==> src/sv/vbib_pkg.sv <==
// ----------------------------------------------------------------------------
// vbib_pkg
// shared constants, action codes and controller/datapath types for the
// voxel box id binning unit
// ----------------------------------------------------------------------------
package vbib_pkg;

    // default geometry
    localparam int GRID_DIM_DEF     = 16;
    localparam int MAX_PER_CELL_DEF = 4;
    localparam int MAX_HALF_DEF     = 7;
    localparam int ID_WIDTH_DEF     = 16;

    // port field widths
    localparam int ACT_W     = 2;
    localparam int POS_W     = 4;
    localparam int HALF_W    = 3;
    localparam int OBJ_W     = 16;
    localparam int COLOR_W   = 32;
    localparam int OUT_CNT_W = 12;

    // signed walk coordinate, covers position minus / plus a half extent
    localparam int C_W = 6;

    // action codes
    localparam logic [ACT_W-1:0] ACT_SOLID  = 2'd0;
    localparam logic [ACT_W-1:0] ACT_PLACE  = 2'd1;
    localparam logic [ACT_W-1:0] ACT_REMOVE = 2'd2;

    typedef struct packed {
        logic load;      // capture input word, start walk
        logic clr;       // clearing pass step
        logic solid;     // set solid voxel write
        logic rd;        // read cell at walk position
        logic upd;       // modify and write back cell, advance walk
        logic out_load;  // move counters into output register
    } t_dp_cmd;

    typedef struct packed {
        logic clr_last;  // clearing pass at last cell
        logic walk_last; // walk at last box offset
    } t_dp_stat;

endpackage

==> src/sv/vbib_ctrl.sv <==
// ----------------------------------------------------------------------------
// vbib_ctrl
// sequencer for clearing pass, set solid and box walk, plus output valid
// ----------------------------------------------------------------------------
module vbib_ctrl (
    input  logic                            i_clk,
    input  logic                            i_rst_n,
    input  logic                            i_in_valid,
    output logic                            o_in_stall,
    input  logic [vbib_pkg::ACT_W-1:0]      i_action,
    output logic                            o_out_valid,
    input  logic                            i_out_stall,
    output vbib_pkg::t_dp_cmd               o_cmd,
    input  vbib_pkg::t_dp_stat              i_stat
);
    import vbib_pkg::*;

    localparam logic [2:0] S_CLEAR  = 3'd0;
    localparam logic [2:0] S_IDLE   = 3'd1;
    localparam logic [2:0] S_SOLID  = 3'd2;
    localparam logic [2:0] S_VISIT  = 3'd3;
    localparam logic [2:0] S_UPDATE = 3'd4;
    localparam logic [2:0] S_DONE   = 3'd5;

    logic [2:0] r_state, n_state;
    logic       r_out_valid, n_out_valid;
    logic       acc;
    logic       out_free;

    assign acc      = i_in_valid && (r_state == S_IDLE);
    assign out_free = !r_out_valid || !i_out_stall;

    always_comb begin
        n_state = r_state;
        o_cmd   = '0;
        case (r_state)
            S_CLEAR: begin
                o_cmd.clr = 1'b1;
                if (i_stat.clr_last) begin
                    n_state = S_IDLE;
                end
            end
            S_IDLE: begin
                if (acc) begin
                    o_cmd.load = 1'b1;
                    case (i_action)
                        ACT_SOLID:  n_state = S_SOLID;
                        ACT_PLACE:  n_state = S_VISIT;
                        ACT_REMOVE: n_state = S_VISIT;
                        default:    n_state = S_DONE;
                    endcase
                end
            end
            S_SOLID: begin
                o_cmd.solid = 1'b1;
                n_state     = S_DONE;
            end
            S_VISIT: begin
                o_cmd.rd = 1'b1;
                n_state  = S_UPDATE;
            end
            S_UPDATE: begin
                o_cmd.upd = 1'b1;
                n_state   = i_stat.walk_last ? S_DONE : S_VISIT;
            end
            S_DONE: begin
                if (out_free) begin
                    o_cmd.out_load = 1'b1;
                    n_state        = S_IDLE;
                end
            end
            default: begin
                n_state = S_IDLE;
            end
        endcase
    end

    always_comb begin
        n_out_valid = r_out_valid && i_out_stall;
        if (o_cmd.out_load) begin
            n_out_valid = 1'b1;
        end
    end

    always_ff @(posedge i_clk) begin
        if (!i_rst_n) begin
            r_state     <= S_CLEAR;
            r_out_valid <= 1'b0;
        end else begin
            r_state     <= n_state;
            r_out_valid <= n_out_valid;
        end
    end

    assign o_in_stall  = (r_state != S_IDLE);
    assign o_out_valid = r_out_valid;

endmodule

==> config.mk <==
export PLATFORM = sky130hd
export DESIGN_NAME = vbib_ctrl
export DESIGN_NICKNAME = d
export VERILOG_FILES = /design/src/sv/vbib_pkg.sv /design/src/sv/vbib_ctrl.sv
export SDC_FILE = /design/constraint.sdc
export NUM_CORES = 1
export LEC_CHECK = 0
export BUFFER_PORTS_ARGS = -buffer_cell sky130_fd_sc_hd__buf_2
export CAP_MARGIN = 20
export CORE_AREA = 2 2 39 41
export CTS_CLUSTER_DIAMETER = 80
export DETAILED_ROUTE_END_ITERATION = 7
export DIE_AREA = 0 0 41 43
export HOLD_SLACK_MARGIN = 0.12
export MAX_ROUTING_LAYER = met4
export PLACE_DENSITY = 0.47
export SYNTH_ARGS = -nofsm -noshare
export SYNTH_HDL_FRONTEND = slang
export SYNTH_SLANG_ARGS = --single-unit
export TNS_END_PERCENT = 20
==> constraint.sdc <==
create_clock -name i_clk -period 1.1 [get_ports i_clk]
set_input_delay 0.22 -clock i_clk [delete_from_list [all_inputs] [get_ports i_clk]]
set_output_delay 0.22 -clock i_clk [all_outputs]
set_load 0.02 [all_outputs]
== After elaboration in Yosys (flattened, before gate mapping) ==
Cells that the tools add are included.
Operators by class
  equality and inequality tests: 11
  multiplexer cells: 15
  reduce and logical (&&, ||, !) cells: 9
Operators by type and width (number)
  3-bit one-hot mux with 6 select lines: 1
  3-bit two-way mux: 4
  1-bit two-way mux: 9
  3-bit by 2-bit equality test with 1-bit output, second input constant: 2
  3-bit equality test, second input constant: 2
  2-bit inequality test, second input constant: 3
  3-bit one-hot mux with 2 select lines: 1
  3-bit by 1-bit equality test with 1-bit output, second input constant: 1
  3-bit logical NOT: 1
  3-bit by 1-bit inequality test with 1-bit output, second input constant: 1
  3-bit AND reduction: 1
  2-bit by 1-bit equality test with 1-bit output, second input constant: 1
  2-bit equality test, second input constant: 1
  1-bit logical AND: 2
  1-bit logical NOT: 2
  2-bit logical NOT: 1
  2-bit OR reduction: 1
  1-bit logical OR: 1
Storage, ports and cells
  register bits after elaboration: 4
  input bits: 8
  output and inout bits: 8
  logic and storage cells: 37

== Longest topological paths before layout ==
  depth in word-level cells: 5
  mapped depth: 4
  mapped depth without buffers: 3

== Worst setup path before layout ==
Ideal clock, no wire load.
  path type: flip-flop to output port
  start: reg r_state[2]
  end: out o_cmd[0] (netlist name)
  arrival time: 1060 ps
  data required time: 880 ps
  path slack: -180 ps
  stages on the path, launching flop included: 5
  buffers on the path: 1
  path through: dfxtp_1 buf_2 nor2b_1 nand2_1 a21oi_1
RTL lines
  start, declared: line vbib_ctrl.sv:25  | logic [2:0] r_state, n_state;
  start signal, assigned: line vbib_ctrl.sv:90  | r_state <= n_state;
  end, declared: line vbib_ctrl.sv:13  | output vbib_pkg::t_dp_cmd o_cmd,

==> results.yml <==
critical_path:
  path_class: "register to primary output"
  cpLargestDelayFamily: "flip-flops"
  required_ns: 0.88
  crit_chain: "nor2b_4 -> nand2_2 -> a21oi_2 -> buf_4"
  path_buf_inv: 1
  rrSetupSlack_ns: 0.08
  cp.arrival_ns: 1.04
  cpPeakStageDelay_ns: 0.36
  critical_path.startpoint_type: "register"
  worst-path-max-fanout: 6
  worst_path_max_delay_cell: "dfxtp_4"
  end_kind: "primary output"
sta:
  period_needed_ns: 1.26
  finalSetupViolCount: 7
  slew_headroom_pct: 85.2
  tightest_slew_ns: 0.222
  setup_slack_ns: -0.156
  timing.fmax_mhz: 796
  tns_ns: -0.948
  rsz0062_at_grt: "yes"
  hold_viol: 0
  finClkSkew_ns: 0.00288
  slew_violations: 0
  period_share_pct: 114
clocking:
  cts_buffers: 3
  hold_buffers: 0
  clock-sinks: 4
  cts-root-buf: "clkbuf_4"
  cts_max_level: 1
  cts_tree: "yes"
  clkSlewWorstSetupHoldPaths_ns: 0.04
  insertion_delay_ns: 0.24
  clockBufferDepth: 2
power:
  peakVddDrop_mv: 0.501
  power.switching_uw: 164
  p_clk_share_pct: 35.8
  swShare_pct: 31.1
  leakage_nw: 0.215
  seqPwrFrac_pct: 32.2
  combPwrFrac_pct: 32.0
  p_int_uw: 362
  p_total_uw: 526
  p_per_area_mw_per_mm2: 1100
drt:
  postRouteAntennaNets: 0
  avgViaCountPerCell: 4.45
  wl_per_cell_um: 10.6
  wl_met2_um: 341
  drtIter0Drc: 3
  firstDrtPassIters: 2
  drc: 0
  vias: 325
  wl_um: 777
  met1Wirelength_um: 360
  wl_met3_um: 65
  routed.top_layer: "met4"
yosys:
  synthAdderAreaFrac_pct: 0
  synthSimpleGateAreaFrac_pct: 35.2
  syn_inst: 36
  postSynthAreaPerCell_um2: 7.30
  synth_top_family_by_area: "simple AND/OR/NAND/NOR gates"
  synthMuxAreaShare_pct: 0
  ys_seq_area_share_pct: 30.5
  ys_types: 18
  synth-seq-cells: 4
  synth_compound_area_share_pct: 26.2
  synth_xor_area_share_pct: 0
  syn_nets: 44
  synth_top_area_share_pct: 30.5
  syn_area_um2: 263
  netlist_top_cells_area: "dfxtp_1 (30%), nand2_1 (8.6%), nor2_1 (7.1%)"
  yosysWarnings: 0
  yosys.area.top_type: "dfxtp_1"
grt:
  grt_usage_pct: 11.5
  grt-ovfl-total: 0
  grt_start_max_net_pins: 10
  antenna_found_initial: 0
  grt_pass1_vias: 288
  grt_pass1_wl_um: 1250
status:
  outcome: "finished with violations"
  violations: "setup timing"
placed_design:
  gp_congestion: 0.791
  hpwlAfterDp_um: 575
  portBuffers: 15
cells_and_area:
  syn_to_final_growth_pct: 81.9
  final_common_cell: "buf_2"
  final_cell_mix: "buf_2 (9), buf_4 (8), nor2_1 (5), nand2_1 (4), buf_6 (4)"
  final_util_pct: 34.5
  nets: 67
  drive_gt1_share_pct: 61.4
  antenna_cells: 0
die:
  start_util_pct: 19.0
  ioPinCount: 16
  core-area_mm2: 0.00138
  die_x_um: 41
  dieArea_mm2: 0.00176
  rows: 14
  die_h_um: 43
worst_hold_path:
  hold_class: "primary input to register"
job:
  maxCapViolCount: 0
-- path summary, 6_finish.rpt --
check              startpoint           to  depth (start not counted)
setup / recovery   r_state[1]     o_cmd[0]                          4
hold / removal        i_rst_n   r_state[0]                          2
setup reg to reg   r_state[1]   r_state[0]                          4
hold reg to reg   o_out_valid  o_out_valid                          2
-- power by group through the flow --
stage / logic (mW) / registers [mW] / clock network (mW)
2_1_floorplan: 0.0879 / 0.162 / 0
3_3_place_gp: 0.140 / 0.168 / 0
3_5_place_dp: 0.139 / 0.168 / 0
4_1_cts: 0.168 / 0.168 / 0.196
5_1_grt: 0.185 / 0.172 / 0.211
6_report: 0.168 / 0.169 / 0.188
-- cell type report --
class	instances	area, um2
timing repair buffer	21	150
tap	16	20.0
clock buffer	3	22.5
inverter	1	3.75
sequential	4	88.8
multi-input combinational	28	193
fill	153	906
-- layer usage --
| layer | GRT usage [%] | up-vias |
|---|---|---|
| li1 | - | 167 |
| met1 | 13.1 | 143 |
| met2 | 13.8 | 13 |
| met3 | 4.71 | 2 |
| met4 | 12.0 | 0 |
| met5 | - | - |
-- sequential cells by signal (all words and copies together), names as in the netlist --
signal / flops
o_out_valid: 1
r_state: 3
-- logic make-up after synthesis --
group / after synthesis
flops: 4
simple gates: 19
compound gates: 9
buf+inv: 4
-- Yosys cell counts (all sizes together) --
cell,instances
nand2,6
nor2,5
dfxtp,4
a21oi,3
buf,3
nor2b,3
nor3,2
a211o,1
a211oi,1
a31oi,1
a41oi,1
and3b,1
inv,1
nand2b,1
nor3b,1
o31a,1
o32ai,1
-- metrics by stage --
stage | worst slack, ns | area [um2] | std cells | hold WS (ns)
floorplan | -0.116 | 267 | 36 | 0.348
global placement | -0.00769 | 382 | 69 | 0.484
detailed placement | -0.0101 | 382 | 69 | 0.484
CTS | -0.164 | 475 | 73 | 0.225
global route | -0.219 | 478 | 73 | 0.222
finish | -0.156 | 478 | 73 | 0.233
-- worst register-to-register path, stage by stage, from the launching register on --
cell      delay [ns]
dfxtp_4         0.38
buf_4           0.13
nand2b_1        0.09
a21oi_1         0.04
o31a_1          0.26
-- timing repair --
| item | 4_1_cts | 5_1_grt |
|---|---|---|
| cloned | 0 | 0 |
| setup endpoints to repair | 8 | 8 |
| gates resized for setup | 21 | 1 |
| pin swaps | 4 | 1 |
| setup buffers | 1 | 0 |
Power figures use the tool's default switching activity.
